[config.mk]
export PLATFORM = sky130hd
export DESIGN_NAME = gesture_event_debouncer_flat
export DESIGN_NICKNAME = d
export VERILOG_FILES = /design/src/rtl/gedb_pkg.sv /design/src/rtl/gedb_if.sv /design/src/rtl/gedb_ram.sv /design/src/rtl/gedb_decide.sv /design/src/rtl/gesture_event_debouncer.sv /design/src/flat_wrapper.sv
export VERILOG_INCLUDE_DIRS = /design/src /design/src/rtl
export SDC_FILE = /design/constraint.sdc
export NUM_CORES = 1
export LEC_CHECK = 0
export BUFFER_PORTS_ARGS = -buffer_cell sky130_fd_sc_hd__clkbuf_2
export CELL_PAD_IN_SITES_DETAIL_PLACEMENT = 0
export CELL_PAD_IN_SITES_GLOBAL_PLACEMENT = 1
export CORE_ASPECT_RATIO = 1.5
export CORE_MARGIN = 2
export CORE_UTILIZATION = 30
export CTS_BUF_LIST = sky130_fd_sc_hd__clkbuf_8
export DETAILED_ROUTE_END_ITERATION = 6
export PLACE_DENSITY = 0.52
export RECOVER_POWER = 25
export SYNTH_ARGS = -nofsm -noshare
export SYNTH_HDL_FRONTEND = slang
export SYNTH_SLANG_ARGS = --single-unit
[constraint.sdc]
create_clock -name clk -period 18.34 [get_ports clk]
set_input_delay 1.834 -clock clk [delete_from_list [all_inputs] [get_ports clk]]
set_output_delay 1.834 -clock clk [all_outputs]
set_load 0.05 [all_outputs]
[src/rtl/gesture_event_debouncer_macros.svh]
// Assertion macros shared by the gesture event debouncer RTL.
`ifndef GESTURE_EVENT_DEBOUNCER_MACROS_SVH
`define GESTURE_EVENT_DEBOUNCER_MACROS_SVH

// Same-cycle implication, sampled on clk and disabled while rst_n is low.
`define GEDB_ASSERT_SAME(label, cond, prop) \
  label: assert property (@(posedge clk) disable iff (!rst_n) (cond) |-> (prop)) \
    else $error("gedb: same-cycle check failed");

// Next-cycle implication, sampled on clk and disabled while rst_n is low.
`define GEDB_ASSERT_NEXT(label, cond, prop) \
  label: assert property (@(posedge clk) disable iff (!rst_n) (cond) |=> (prop)) \
    else $error("gedb: next-cycle check failed");

`endif

[src/rtl/gedb_pkg.sv]
// Types, codes and helper functions of the gesture event debouncer.
`default_nettype none

package gedb_pkg;

  localparam int NUM_SLOTS = 8;
  localparam int SLOT_W    = 3;

  typedef logic [SLOT_W-1:0] slot_t;
  typedef logic [7:0]        flags_t;

  typedef enum logic [2:0] {
    ST_ACCEPT   = 3'd0,
    ST_DISABLED = 3'd1,
    ST_FIRST    = 3'd2,
    ST_NONE     = 3'd3,
    ST_COOLDOWN = 3'd4,
    ST_DEBOUNCE = 3'd5
  } status_t;

  typedef enum logic [2:0] {
    CMD_NONE     = 3'd0,
    CMD_VOL_UP   = 3'd1,
    CMD_VOL_DOWN = 3'd2,
    CMD_STOP     = 3'd3,
    CMD_FORWARD  = 3'd4,
    CMD_BACKWARD = 3'd5,
    CMD_CW       = 3'd6,
    CMD_CCW      = 3'd7
  } cmd_t;

  typedef enum logic [1:0] {
    CFG_ENABLE   = 2'd0,
    CFG_COOLDOWN = 2'd1,
    CFG_DEBOUNCE = 2'd2,
    CFG_ROTATION = 2'd3
  } cfg_idx_t;

  localparam flags_t FLAG_LEFT  = 8'h01;
  localparam flags_t FLAG_RIGHT = 8'h02;
  localparam flags_t FLAG_DOWN  = 8'h04;
  localparam flags_t FLAG_UP    = 8'h08;
  localparam flags_t FLAG_FWD   = 8'h10;
  localparam flags_t FLAG_BACK  = 8'h20;
  localparam flags_t FLAG_CW    = 8'h40;
  localparam flags_t FLAG_CCW   = 8'h80;

  localparam logic [15:0] COOLDOWN_RESET = 16'd1000;
  localparam logic [15:0] DEBOUNCE_RESET = 16'd1000;

  typedef struct packed {
    logic        enabled;
    logic [15:0] cooldown_ms;
    logic [15:0] debounce_ms;
    logic [1:0]  rotation;
  } cfg_t;

  typedef struct packed {
    status_t status;
    cmd_t    command;
    slot_t   slot;
    logic    commit;
    logic    clear_first;
  } dec_t;

  // Masks for up, down, left, right in that order, index 3 is up.
  typedef flags_t [3:0] dir_masks_t;

  function automatic dir_masks_t rot_masks(logic [1:0] rot);
    dir_masks_t m;
    case (rot)
      2'd0:    m = {FLAG_UP,    FLAG_DOWN,  FLAG_LEFT,  FLAG_RIGHT};
      2'd1:    m = {FLAG_LEFT,  FLAG_RIGHT, FLAG_DOWN,  FLAG_UP};
      2'd2:    m = {FLAG_DOWN,  FLAG_UP,    FLAG_RIGHT, FLAG_LEFT};
      2'd3:    m = {FLAG_RIGHT, FLAG_LEFT,  FLAG_UP,    FLAG_DOWN};
      default: m = {FLAG_UP,    FLAG_DOWN,  FLAG_LEFT,  FLAG_RIGHT};
    endcase
    return m;
  endfunction

  // Position of the lowest set bit; an empty byte gives the top slot.
  function automatic slot_t lowest_bit(flags_t g);
    slot_t p;
    p = slot_t'(NUM_SLOTS - 1);
    for (int i = NUM_SLOTS - 1; i >= 0; i--) begin
      if (g[i]) p = slot_t'(i);
    end
    return p;
  endfunction

  function automatic cmd_t map_command(flags_t g, logic [1:0] rot);
    dir_masks_t m;
    cmd_t       c;
    m = rot_masks(rot);
    if      ((g & m[3]) != '0)    c = CMD_VOL_UP;
    else if ((g & m[2]) != '0)    c = CMD_VOL_DOWN;
    else if ((g & m[1]) != '0)    c = CMD_STOP;
    else if ((g & m[0]) != '0)    c = CMD_STOP;
    else if ((g & FLAG_FWD) != '0)  c = CMD_FORWARD;
    else if ((g & FLAG_BACK) != '0) c = CMD_BACKWARD;
    else if ((g & FLAG_CW) != '0)   c = CMD_CW;
    else if ((g & FLAG_CCW) != '0)  c = CMD_CCW;
    else                          c = CMD_NONE;
    return c;
  endfunction

endpackage

`default_nettype wire

[src/rtl/gedb_if.sv]
// Valid/ready channel interfaces for polls in and results out.
`default_nettype none

interface gedb_in_if;
  logic        valid;
  logic        ready;
  logic [7:0]  gesture_flags;
  logic [31:0] now_ms;

  modport source (output valid, output gesture_flags, output now_ms, input ready);
  modport sink   (input valid, input gesture_flags, input now_ms, output ready);
endinterface

interface gedb_out_if;
  logic       valid;
  logic       ready;
  logic [2:0] status;
  logic [2:0] command;
  logic [2:0] slot_index;

  modport source (output valid, output status, output command, output slot_index,
                  input ready);
  modport sink   (input valid, input status, input command, input slot_index,
                  output ready);
endinterface

`default_nettype wire

[src/rtl/gedb_ram.sv]
// Generic single-write, single-read RAM with a registered read port.
`default_nettype none

module gedb_ram #(
  parameter int WIDTH = 32,
  parameter int DEPTH = 8
) (
  input  wire logic                     clk,
  input  wire logic                     we,
  input  wire logic [$clog2(DEPTH)-1:0] waddr,
  input  wire logic [WIDTH-1:0]         wdata,
  input  wire logic                     re,
  input  wire logic [$clog2(DEPTH)-1:0] raddr,
  output      logic [WIDTH-1:0]         rdata
);

  logic [WIDTH-1:0] mem [DEPTH];

  always_ff @(posedge clk) begin
    if (we) begin
      mem[waddr] <= wdata;
    end
    if (re) begin
      rdata <= mem[raddr];
    end
  end

endmodule

`default_nettype wire

[src/rtl/gedb_decide.sv]
// Poll classification: enable, first poll, empty poll, cooldown and debounce checks.
`default_nettype none

module gedb_decide import gedb_pkg::*; #(
  parameter int TIME_BITS = 32
) (
  input  wire cfg_t                 cfg,
  input  wire logic                 first_pending,
  input  wire flags_t               flags,
  input  wire logic [TIME_BITS-1:0] now,
  input  wire logic [TIME_BITS-1:0] last_any,
  input  wire logic [TIME_BITS-1:0] slot_time,
  output      dec_t                 dec
);

  logic [TIME_BITS-1:0] diff_any;
  logic [TIME_BITS-1:0] diff_slot;

  // Differences wrap modulo the time width, as the timestamps do.
  assign diff_any  = now - last_any;
  assign diff_slot = now - slot_time;

  always_comb begin
    dec = '{status: ST_NONE, command: CMD_NONE, slot: '0, commit: 1'b0,
            clear_first: 1'b0};
    if (!cfg.enabled) begin
      dec.status = ST_DISABLED;
    end else if (first_pending) begin
      dec.status      = ST_FIRST;
      dec.clear_first = 1'b1;
    end else if (flags == '0) begin
      dec.status = ST_NONE;
    end else begin
      dec.slot = lowest_bit(flags);
      if (diff_any < TIME_BITS'(cfg.cooldown_ms)) begin
        dec.status = ST_COOLDOWN;
      end else if (diff_slot < TIME_BITS'(cfg.debounce_ms)) begin
        dec.status = ST_DEBOUNCE;
      end else begin
        dec.status  = ST_ACCEPT;
        dec.commit  = 1'b1;
        dec.command = map_command(flags, cfg.rotation);
      end
    end
  end

endmodule

`default_nettype wire

[src/rtl/gesture_event_debouncer.sv]
// Top level of the gesture event debouncer: channels, slot-time memory, state.
// A poll beat that is taken waits in stage one and enters the output register when that
// register is free, so a stalled output channel holds it in stage one.
// Throughput: one poll per cycle unless the output stalls; the slot-time memory does one
// read-modify-write per cycle, with one poll's write forwarded to the next poll's read.
// Reset (synchronous, rst_n low): configuration returns to disabled, 1000 ms limits and no
// rotation; the first-poll flag is set, all stored times read as zero, no beat is pending.
`default_nettype none

`include "gesture_event_debouncer_macros.svh"

module gesture_event_debouncer import gedb_pkg::*; #(
  parameter int TIME_BITS = 32
) (
  input  wire logic        clk,
  input  wire logic        rst_n,
  gedb_in_if.sink          in_ch,
  gedb_out_if.source       out_ch,
  input  wire logic        cfg_we,
  input  wire logic [1:0]  cfg_index,
  input  wire logic [15:0] cfg_wdata
);

  // Configuration registers.
  cfg_t cfg_r;

  // Stage one holds an accepted poll while its slot time is read from memory.
  logic                 s1_valid_r;
  flags_t               s1_flags_r;
  logic [TIME_BITS-1:0] s1_now_r;
  slot_t                s1_slot_r;

  // Block state. Slot times live in the RAM; a valid bit per slot stands in for the
  // reset value, so a slot never written reads as time zero.
  logic                 first_pending_r;
  logic [TIME_BITS-1:0] last_any_r;
  logic [NUM_SLOTS-1:0] slot_valid_r;

  // Forwarding: the previous poll wrote the slot that the current one read in the
  // same cycle, so the RAM read data is stale and this copy is used instead.
  logic                 fwd_hit_r;
  logic [TIME_BITS-1:0] fwd_time_r;

  // Output register.
  logic    out_valid_r;
  status_t out_status_r;
  cmd_t    out_command_r;
  slot_t   out_slot_r;

  logic                 in_fire;
  logic                 out_free;
  logic                 s1_retire;
  slot_t                in_slot;
  logic [TIME_BITS-1:0] ram_rdata;
  logic [TIME_BITS-1:0] slot_time;
  logic                 ram_we;
  slot_t                ram_waddr;
  dec_t                 dec;

  assign in_slot   = lowest_bit(in_ch.gesture_flags);
  assign out_free  = !out_valid_r || out_ch.ready;
  assign s1_retire = s1_valid_r && out_free;
  assign in_ch.ready = !s1_valid_r || s1_retire;
  assign in_fire   = in_ch.valid && in_ch.ready;

  // Memory write happens as the poll in stage one retires into the output register.
  assign ram_we    = s1_retire && dec.commit;
  assign ram_waddr = dec.slot;

  gedb_ram #(
    .WIDTH (TIME_BITS),
    .DEPTH (NUM_SLOTS)
  ) u_slot_ram (
    .clk   (clk),
    .we    (ram_we),
    .waddr (ram_waddr),
    .wdata (s1_now_r),
    .re    (in_fire),
    .raddr (in_slot),
    .rdata (ram_rdata)
  );

  always_comb begin
    if (fwd_hit_r) begin
      slot_time = fwd_time_r;
    end else if (slot_valid_r[s1_slot_r]) begin
      slot_time = ram_rdata;
    end else begin
      slot_time = '0;
    end
  end

  gedb_decide #(
    .TIME_BITS (TIME_BITS)
  ) u_decide (
    .cfg           (cfg_r),
    .first_pending (first_pending_r),
    .flags         (s1_flags_r),
    .now           (s1_now_r),
    .last_any      (last_any_r),
    .slot_time     (slot_time),
    .dec           (dec)
  );

  // Configuration writes.
  always_ff @(posedge clk) begin
    if (!rst_n) begin
      cfg_r <= '{enabled: 1'b0, cooldown_ms: COOLDOWN_RESET,
                 debounce_ms: DEBOUNCE_RESET, rotation: 2'd0};
    end else if (cfg_we) begin
      case (cfg_idx_t'(cfg_index))
        CFG_ENABLE:   cfg_r.enabled     <= cfg_wdata[0];
        CFG_COOLDOWN: cfg_r.cooldown_ms <= cfg_wdata;
        CFG_DEBOUNCE: cfg_r.debounce_ms <= cfg_wdata;
        CFG_ROTATION: cfg_r.rotation    <= cfg_wdata[1:0];
        default:      cfg_r             <= cfg_r;
      endcase
    end
  end

  // Control state and block state.
  always_ff @(posedge clk) begin
    if (!rst_n) begin
      s1_valid_r      <= 1'b0;
      out_valid_r     <= 1'b0;
      first_pending_r <= 1'b1;
      last_any_r      <= '0;
      slot_valid_r    <= '0;
      fwd_hit_r       <= 1'b0;
    end else begin
      if (in_fire) begin
        s1_valid_r <= 1'b1;
        fwd_hit_r  <= ram_we && (ram_waddr == in_slot);
      end else if (s1_retire) begin
        s1_valid_r <= 1'b0;
      end

      if (s1_retire) begin
        out_valid_r <= 1'b1;
      end else if (out_ch.ready) begin
        out_valid_r <= 1'b0;
      end

      if (s1_retire && dec.clear_first) begin
        first_pending_r <= 1'b0;
      end

      if (ram_we) begin
        last_any_r              <= s1_now_r;
        slot_valid_r[ram_waddr] <= 1'b1;
      end
    end
  end

  // Payload registers.
  always_ff @(posedge clk) begin
    if (in_fire) begin
      s1_flags_r <= in_ch.gesture_flags;
      s1_now_r   <= TIME_BITS'(in_ch.now_ms);
      s1_slot_r  <= in_slot;
      fwd_time_r <= s1_now_r;
    end
    if (s1_retire) begin
      out_status_r  <= dec.status;
      out_command_r <= dec.command;
      out_slot_r    <= dec.slot;
    end
  end

  assign out_ch.valid      = out_valid_r;
  assign out_ch.status     = out_status_r;
  assign out_ch.command    = out_command_r;
  assign out_ch.slot_index = out_slot_r;

  // A committed gesture shows up as an accepted beat in the next cycle.
  `GEDB_ASSERT_NEXT(a_commit_gives_accept, ram_we, out_valid_r && out_status_r == ST_ACCEPT)
  // The first-poll flag never comes back once cleared, short of reset.
  `GEDB_ASSERT_NEXT(a_first_stays_clear, !first_pending_r, !first_pending_r)
  // Every slot write marks its slot as holding a real time.
  `GEDB_ASSERT_NEXT(a_write_sets_valid, ram_we, slot_valid_r[$past(ram_waddr)])
  // Rejected gestures carry no command.
  `GEDB_ASSERT_SAME(a_reject_no_cmd,
    out_valid_r && (out_status_r == ST_COOLDOWN || out_status_r == ST_DEBOUNCE),
    out_command_r == CMD_NONE)

endmodule

`default_nettype wire
[src/flat_wrapper.sv]
// flat-port wrapper written by rule: the top's interface ports become plain ports
module gesture_event_debouncer_flat import gedb_pkg::*;
#(
  parameter int TIME_BITS = 32
)
  (clk, rst_n, cfg_we, cfg_index, cfg_wdata, in_ch_valid, in_ch_gesture_flags, in_ch_now_ms, in_ch_ready, out_ch_valid, out_ch_status, out_ch_command, out_ch_slot_index, out_ch_ready);
  gedb_in_if in_ch_i ();
  gedb_out_if out_ch_i ();
  input  wire logic clk;
  input  wire logic rst_n;
  input  wire logic cfg_we;
  input  wire logic [1:0] cfg_index;
  input  wire logic [15:0] cfg_wdata;
  input wire logic [$bits(in_ch_i.valid)-1:0] in_ch_valid;
  input wire logic [$bits(in_ch_i.gesture_flags)-1:0] in_ch_gesture_flags;
  input wire logic [$bits(in_ch_i.now_ms)-1:0] in_ch_now_ms;
  output wire logic [$bits(in_ch_i.ready)-1:0] in_ch_ready;
  output wire logic [$bits(out_ch_i.valid)-1:0] out_ch_valid;
  output wire logic [$bits(out_ch_i.status)-1:0] out_ch_status;
  output wire logic [$bits(out_ch_i.command)-1:0] out_ch_command;
  output wire logic [$bits(out_ch_i.slot_index)-1:0] out_ch_slot_index;
  input wire logic [$bits(out_ch_i.ready)-1:0] out_ch_ready;
  assign in_ch_i.valid = in_ch_valid;
  assign in_ch_i.gesture_flags = in_ch_gesture_flags;
  assign in_ch_i.now_ms = in_ch_now_ms;
  assign in_ch_ready = in_ch_i.ready;
  assign out_ch_valid = out_ch_i.valid;
  assign out_ch_status = out_ch_i.status;
  assign out_ch_command = out_ch_i.command;
  assign out_ch_slot_index = out_ch_i.slot_index;
  assign out_ch_i.ready = out_ch_ready;
  gesture_event_debouncer #(.TIME_BITS(TIME_BITS)) u_core (.clk(clk), .rst_n(rst_n), .in_ch(in_ch_i), .out_ch(out_ch_i), .cfg_we(cfg_we), .cfg_index(cfg_index), .cfg_wdata(cfg_wdata));
endmodule
# Word-level counts from Yosys, hierarchy flattened
# Memory sizes are Yosys's and may differ from the RTL's. A register that Yosys moved wholly into a read port is not among the register bits.
# Index checks and enable logic that the tools add are counted.
dict set report op_classes {
  n_addsub 2
  n_lt_le_gt_ge 5
  n_eq_ne 7
  mux 50
  n_bitwise 6
  n_reduce_logical 27
}
# op count
set op_table {}
lappend op_table {{two-way mux 32 bit} 7}
lappend op_table {{case mux 32 bit (4 select lines)} 1}
lappend op_table {{< comparator 32 x 16 -> 1 bit} 2}
lappend op_table {{subtractor 32 bit} 2}
lappend op_table {{two-way mux 3 bit} 20}
lappend op_table {{AND 8 bit} 4}
lappend op_table {{nonzero test 8 bit} 4}
lappend op_table {{two-way mux 1 bit} 13}
lappend op_table {{OR reduction 9 bit} 1}
lappend op_table {{== test 2 bit (second input constant)} 4}
lappend op_table {{logical NOT 8 bit} 1}
lappend op_table {{< comparator 3 x 4 -> 1 bit (second input constant)} 2}
lappend op_table {{two-way mux 2 bit} 4}
lappend op_table {{two-way mux 4 bit} 2}
lappend op_table {{OR 8 bit} 1}
lappend op_table {{AND reduction 2 bit} 4}
lappend op_table {{logical AND 1 bit} 6}
lappend op_table {{OR reduction 6 bit} 1}
lappend op_table {{two-way mux 5 bit} 1}
lappend op_table {{OR reduction 5 bit} 1}
lappend op_table {{== test 2 x 1 -> 1 bit (second input constant)} 2}
lappend op_table {{logical NOT 2 bit} 2}
lappend op_table {{nonzero test 2 bit} 2}
lappend op_table {{binary-select mux 1 bit (select 3 bit)} 1}
lappend op_table {{other kinds (7)} 9}
dict set report word_totals {
  ff_bits 163
  ramBits 256
  inputBits 63
  output_inout_bits 11
  elab_cells 118
  memories 1
}
# name words word_bits rd rd_clocked_by_memory_dff write_ports line
set memory_table {}
lappend memory_table {u_core.u_slot_ram.mem 8 32 1 1 1 gedb_ram.sv:17} ;# logic [WIDTH-1:0] mem [DEPTH];

# Longest topological paths before layout
dict set report logic_depth {
  ltp_word 17
  ltp_mapped 24
  depth_no_buf 23
}

# Modules after synthesis
# Synthesis repeated with hierarchy kept, for this count alone.
dict set report unflattened {
  hier_cells 1743
  hier_area_um2 22145.0
}
# module n_inst cells_per_inst area_per_inst_um2 seq_area_each_um2
set modules_own_cells {}
lappend modules_own_cells {gedb_ram 1 415 10786.6 8648.3}
lappend modules_own_cells {gesture_event_debouncer 1 489 5947.0 4103.9}
lappend modules_own_cells {gedb_decide 1 839 5411.4 0.0}

# Least setup slack after synthesis
# OpenSTA, ideal clock, no wires.
dict set report synth_path {
  path_kind {flip-flop to flip-flop}
  start {register u_core.s1_slot_r[0]}
  end {memory u_core.u_slot_ram.mem[0][0], enable pin}
  setup_time_ns 0.516
  arrival_time_ns 7.321
  t_required_ns 17.824
  setup_slack_ns 10.502
  stages_incl_launch_ff 23
  path_buffers 1
  period_less_slack_ns 7.838
  cell_sequence {edfxtp_1 > mux4_1 > mux2i_1 > nor2_1 > clkbuf_1 > a22oi_1 > ha_1 > a21o_1 > a31oi_1 > o21a_1 > nand3_1 > nand3_1 > nand2_1 > xor2_1 > ha_1 > a21oi_1 > o211ai_1 > a21oi_1 > o21ai_0 > nor4_1 > nand4_1 > a2111oi_4 > nor4b_1}
}
dict set report synth_between {
  elab_chain_len 14
}
# element line
set synth_lines {}
lappend synth_lines {{start, declared} gesture_event_debouncer.sv:31} ;# slot_t s1_slot_r;
lappend synth_lines {{start signal, assigned} gesture_event_debouncer.sv:160} ;# s1_slot_r <= in_slot;
lappend synth_lines {{binary-select mux 1 bit (select 3 bit)} gesture_event_debouncer.sv:86} ;# end else if (slot_valid_r[s1_slot_r]) begin
lappend synth_lines {{two-way mux 1 bit (not written as such)} gesture_event_debouncer.sv:86}
lappend synth_lines {{two-way mux 32 bit} gesture_event_debouncer.sv:86}
lappend synth_lines {{two-way mux 32 bit} gesture_event_debouncer.sv:84} ;# if (fwd_hit_r) begin
lappend synth_lines {{subtractor 32 bit} gedb_decide.sv:21} ;# assign diff_slot = now - slot_time;
lappend synth_lines {{< comparator 32 x 16 -> 1 bit} gedb_decide.sv:37} ;# end else if (diff_slot < TIME_BITS'(cfg.debounce_ms)) begin
lappend synth_lines {{two-way mux 1 bit} gedb_decide.sv:37}
lappend synth_lines {{two-way mux 1 bit} gedb_decide.sv:35} ;# if (diff_any < TIME_BITS'(cfg.cooldown_ms)) begin
lappend synth_lines {{two-way mux 4 bit} gedb_decide.sv:31} ;# end else if (flags == '0) begin
lappend synth_lines {{two-way mux 4 bit} gedb_decide.sv:28} ;# end else if (first_pending) begin
lappend synth_lines {{two-way mux 5 bit} gedb_decide.sv:26} ;# if (!cfg.enabled) begin
lappend synth_lines {{logical AND 1 bit} gesture_event_debouncer.sv:67} ;# assign ram_we = s1_retire && dec.commit;
lappend synth_lines {{two-way mux 1 bit} gedb_ram.sv:20} ;# if (we) begin
lappend synth_lines {{two-way mux 1 bit (not written as such)} gedb_ram.sv:21} ;# mem[waddr] <= wdata;
lappend synth_lines {{end, declared} gedb_ram.sv:17}
# Every way passes these cells. The select of a mux whose other input is x is not followed.

# Final worst setup path
dict set report layout_path {
  start {register u_core.s1_slot_r[0]}
  end {memory u_core.u_slot_ram.mem[1][20], enable pin}
}
# The elaborated chain is that of the path after synthesis.

==> metrics.yaml <==
status:
  status: "complete, no violations"
timing:
  worst_pin_slew_ns: 1.061
  finalSetupViolCount: 0
  slew_headroom_pct: 28.35
  period_needed_ns: 7.166
  min_period_over_period_pct: 39.07
  tns_ns: 0
  max_freq_mhz: 139.6
  finClkSkew_ns: 0.03349
  slew_viol_final: 0
  rsz0062_at_grt: "false"
  hold_violations: 0
  worst_slack_ns: 11.17
logic_synthesis:
  ys_seq_area_share_pct: 59.26
  syn-mean-instance-area_um2: 10.86
  synth_nets: 2138
  synth-edff-count: 372
  yosys_warnings: 0
  syn-cell-area_um2: 21520
  synth_flop_cell: "edfxtp_1"
  synth.distinct_cells: 72
  synthArstFlopShare_pct: 0
  synth_cells: 1981
  ys_ff_latch: 451
placement:
  port_buffers: 73
  place_inst: 2910
  dpl_cell_area_um2: 22970
  hpwl_mm: 42.99
  post-place-ws_ns: 11.10
  place.gp.congestion: 0.8979
detailed_routing:
  drtIter0Drc: 830
  antenna_left: 0
  dr_total_vias: 15300
  finalWirelength_mm: 66.09
  route.detailed.drc: 0
  wl_per_cell_um: 21.74
  dr.pass1.iters: 5
  viasPerCell: 5.032
clocking:
  cts_tree: "built"
  cts.root.buffer_cell: "clkbuf_8"
  holdBufCountCts: 0
  cts_max_level: 3
  clkTransAtPathRegs_ns: 0.06
  clockBufferDepth: 3
  cts_resized: 0
  clock_sinks: 451
  clock_latency_ns: 0.66
  post_cts.repair.setup_buffers: 0
  numCtsBuffers: 74
critical_path:
  critPathKind: "reg -> reg"
  required_ns: 18.57
  cp-end-kind: "flip-flop"
  rr_worst_depth: 23
  start_kind: "flip-flop"
  crit_fanout: 32
  worst_ep_arrival_time_ns: 7.40
worst_hold_path:
  holdPathStages: 2
  worst_hold_path_type: "reg -> reg"
floorplan:
  fp.coreArea_um2: 71170
  start_util_pct: 30.24
  fp.dieW_um: 222.7
  rows: 120
  dieArea_um2: 73930
  die_height_um: 332.0
  io_pins: 74
layout:
  n_fill_cell: 7351
  synthToLayoutAreaGrowth_pct: 12.84
  fin_area_um2: 24280
  nets: 2228
  final_util_pct: 34.12
  fin_cells: 3040
  drive_above_1_share_pct: 10.26
global_routing:
  antenna_found_initial: 1
  grt_max_degree: 93
  grt_overflow: 0
  grt_pass1_vias: 16100
  track_usage_pct: 17.96
  grt_pass1_wl_mm: 99.55
power_and_ir_drop:
  cellLeakagePower_nw: 8.726
  powerDensity_nw_per_um2: 90.02
  peakVddDrop_mv: 0.04685
run:
  cap_violations: 0
-- final timing paths --
check / start / end / slack (ns)
worst max-delay path: u_core.s1_slot_r[0]$_DFFE_PP_ / u_core.u_slot_ram.mem[1][20]$_DFFE_PP_ / 11.17
worst min-delay path: u_core.last_any_r[22]$_SDFFE_PN0P_ / u_core.last_any_r[22]$_SDFFE_PN0P_ / 0.46
worst min register to register: u_core.last_any_r[22]$_SDFFE_PN0P_ / u_core.last_any_r[22]$_SDFFE_PN0P_ / 0.46
worst max register to register: u_core.s1_slot_r[0]$_DFFE_PP_ / u_core.u_slot_ram.mem[1][20]$_DFFE_PP_ / 11.17
-- routing by layer --
layer  track usage [%]  up-vias  share of wire (%)
li1                  -     7366                  -
met1             20.26     7560                 41
met2             34.00      270                 53
met3             2.335      100                2.7
met4             6.840        0                3.1
met5                 0        -                  0
-- placed cells by master, fill, tap and decap left out, types with 6 or more instances in the layout --
| master | instances |
|---|---|
| nor2b_1 | 12 |
| nand2b_1 | 8 |
| a21oi_1 | 84 |
| inv_1 | 103 |
| nand2_1 | 466 |
| a21boi_0 | 23 |
| nand4_1 | 23 |
| o21bai_1 | 8 |
| nor4_1 | 8 |
| or3_1 | 6 |
| buf_4 | 22 |
| nor3_1 | 13 |
| a21o_1 | 26 |
| edfxtp_1 | 372 |
| mux2i_1 | 41 |
| clkinv_2 | 8 |
| o21ai_0 | 69 |
| a31oi_1 | 9 |
| dfxtp_1 | 79 |
| clkbuf_1 | 10 |
| nor2_1 | 58 |
| o211ai_1 | 27 |
| xnor2_1 | 26 |
| clkbuf_2 | 72 |
| nand3_1 | 174 |
| xor2_1 | 23 |
| o21ai_1 | 7 |
| a22oi_1 | 31 |
| o21a_1 | 19 |
| clkinv_1 | 16 |
| and3_1 | 8 |
| clkbuf_8 | 79 |
| a211oi_1 | 7 |
| ha_1 | 92 |
-- state kept, by name (all words and copies together), names as in the netlist --
name and cells:
u_core.first_pending_r 1, u_core.u_slot_ram.mem 256, u_core.last_any_r 32, u_core.out_ch.status 3
u_core.fwd_hit_r 1, u_core.slot_valid_r 8, u_core.cfg_r 35, u_core.u_slot_ram.rdata 32
u_core.s1_slot_r 3, u_core.out_ch.slot_index 3, u_core.s1_now_r 32, u_core.out_ch.valid 1
u_core.s1_flags_r 8, u_core.out_ch.command 3, u_core.s1_valid_r 1, u_core.fwd_time_r 32
-- layout make-up --
| class | count | area, µm² | area share, % |
|---|---|---|---|
| diodes | 1 | 2.502 | 0.01031 |
| clock buffers | 79 | 1087 | 4.478 |
| clock inverters | 50 | 257.7 | 1.061 |
| inverters | 83 | 322.8 | 1.329 |
| multi-input cells | 1357 | 8152 | 33.57 |
| flip-flops and latches | 451 | 12750 | 52.52 |
| well taps | 915 | 1145 | 4.715 |
| repair buffers | 104 | 563.0 | 2.319 |
-- logic make-up after synthesis --
group / synth area share (%)
muxes: 2.361
buffers and inverters: 3.175
DFF: 59.26
AOI/OAI and AO/OA: 11.17
xor gates and xnor gates: 1.994
adders and majority gates: 5.535
and+or+nand+nor: 16.51
-- per-stage QoR --
stage	hold slack (ns)	power, mW
2_1_floorplan	0.4324	1.301
3_3_place_gp	0.4420	1.382
3_5_place_dp	0.4514	1.381
4_1_cts	0.4591	2.226
5_1_grt	0.4791	2.282
6_report	0.4579	2.186
-- critical path, cell delays in order, from the launching register on --
cell       delay [ns]
edfxtp_1         0.37
mux4_1           0.56
mux2i_1          0.27
nor2_2           0.05
buf_4            0.27
a22oi_1          0.22
ha_1             0.32
o211ai_1         0.20
a21oi_1          0.09
o21ai_0          0.69
nand3_1          0.25
nand3_1          0.14
nand2_1          0.07
xor2_1           0.16
ha_1             0.32
a21oi_1          0.27
o211ai_1         0.14
a21oi_1          0.15
o21ai_0          0.13
nor4_1           0.25
nand4_1          0.20
a2111oi_4        0.89
nor3_4           0.08
and3_2           0.62
-- power by group --
group | total (mW) | switching [mW] | internal, mW
logic | 0.204 | 0.136 | 0.0679
clock network | 0.830 | 0.406 | 0.424
registers | 1.15 | 0.0203 | 1.13
-- synth_stat cells, drive strengths merged (5+ instances only) --
cell     number  area [µm²]
nor3         16       91.34
a22oi        31       232.7
o211ai       27       202.7
mux2i        41       410.4
and3          9       56.30
o21a         19       142.6
nor4         11       68.82
a21o         26       195.2
buf          18       101.3
a2111oi       7       86.33
a31oi        10       68.81
o2111ai       5       43.79
a21oi        87       446.7
nand2b        8       50.05
and4          5       43.79
xnor2        26       227.7
o21bai        8       60.06
ha           92        1151
a211oi        8       65.06
nand4        23       143.9
nand2       466        1749
xor2         23       201.4
a21boi       24       180.2
clkbuf       72       270.3
edfxtp      372       11170
nand3       174       870.8
inv          83       311.6
dfxtp        79        1582
o21ai        76       380.4
nor2b        12       75.07
or3           6       37.54
nor2         59       221.5
Note: power is estimated with default switching activity, not from simulation.
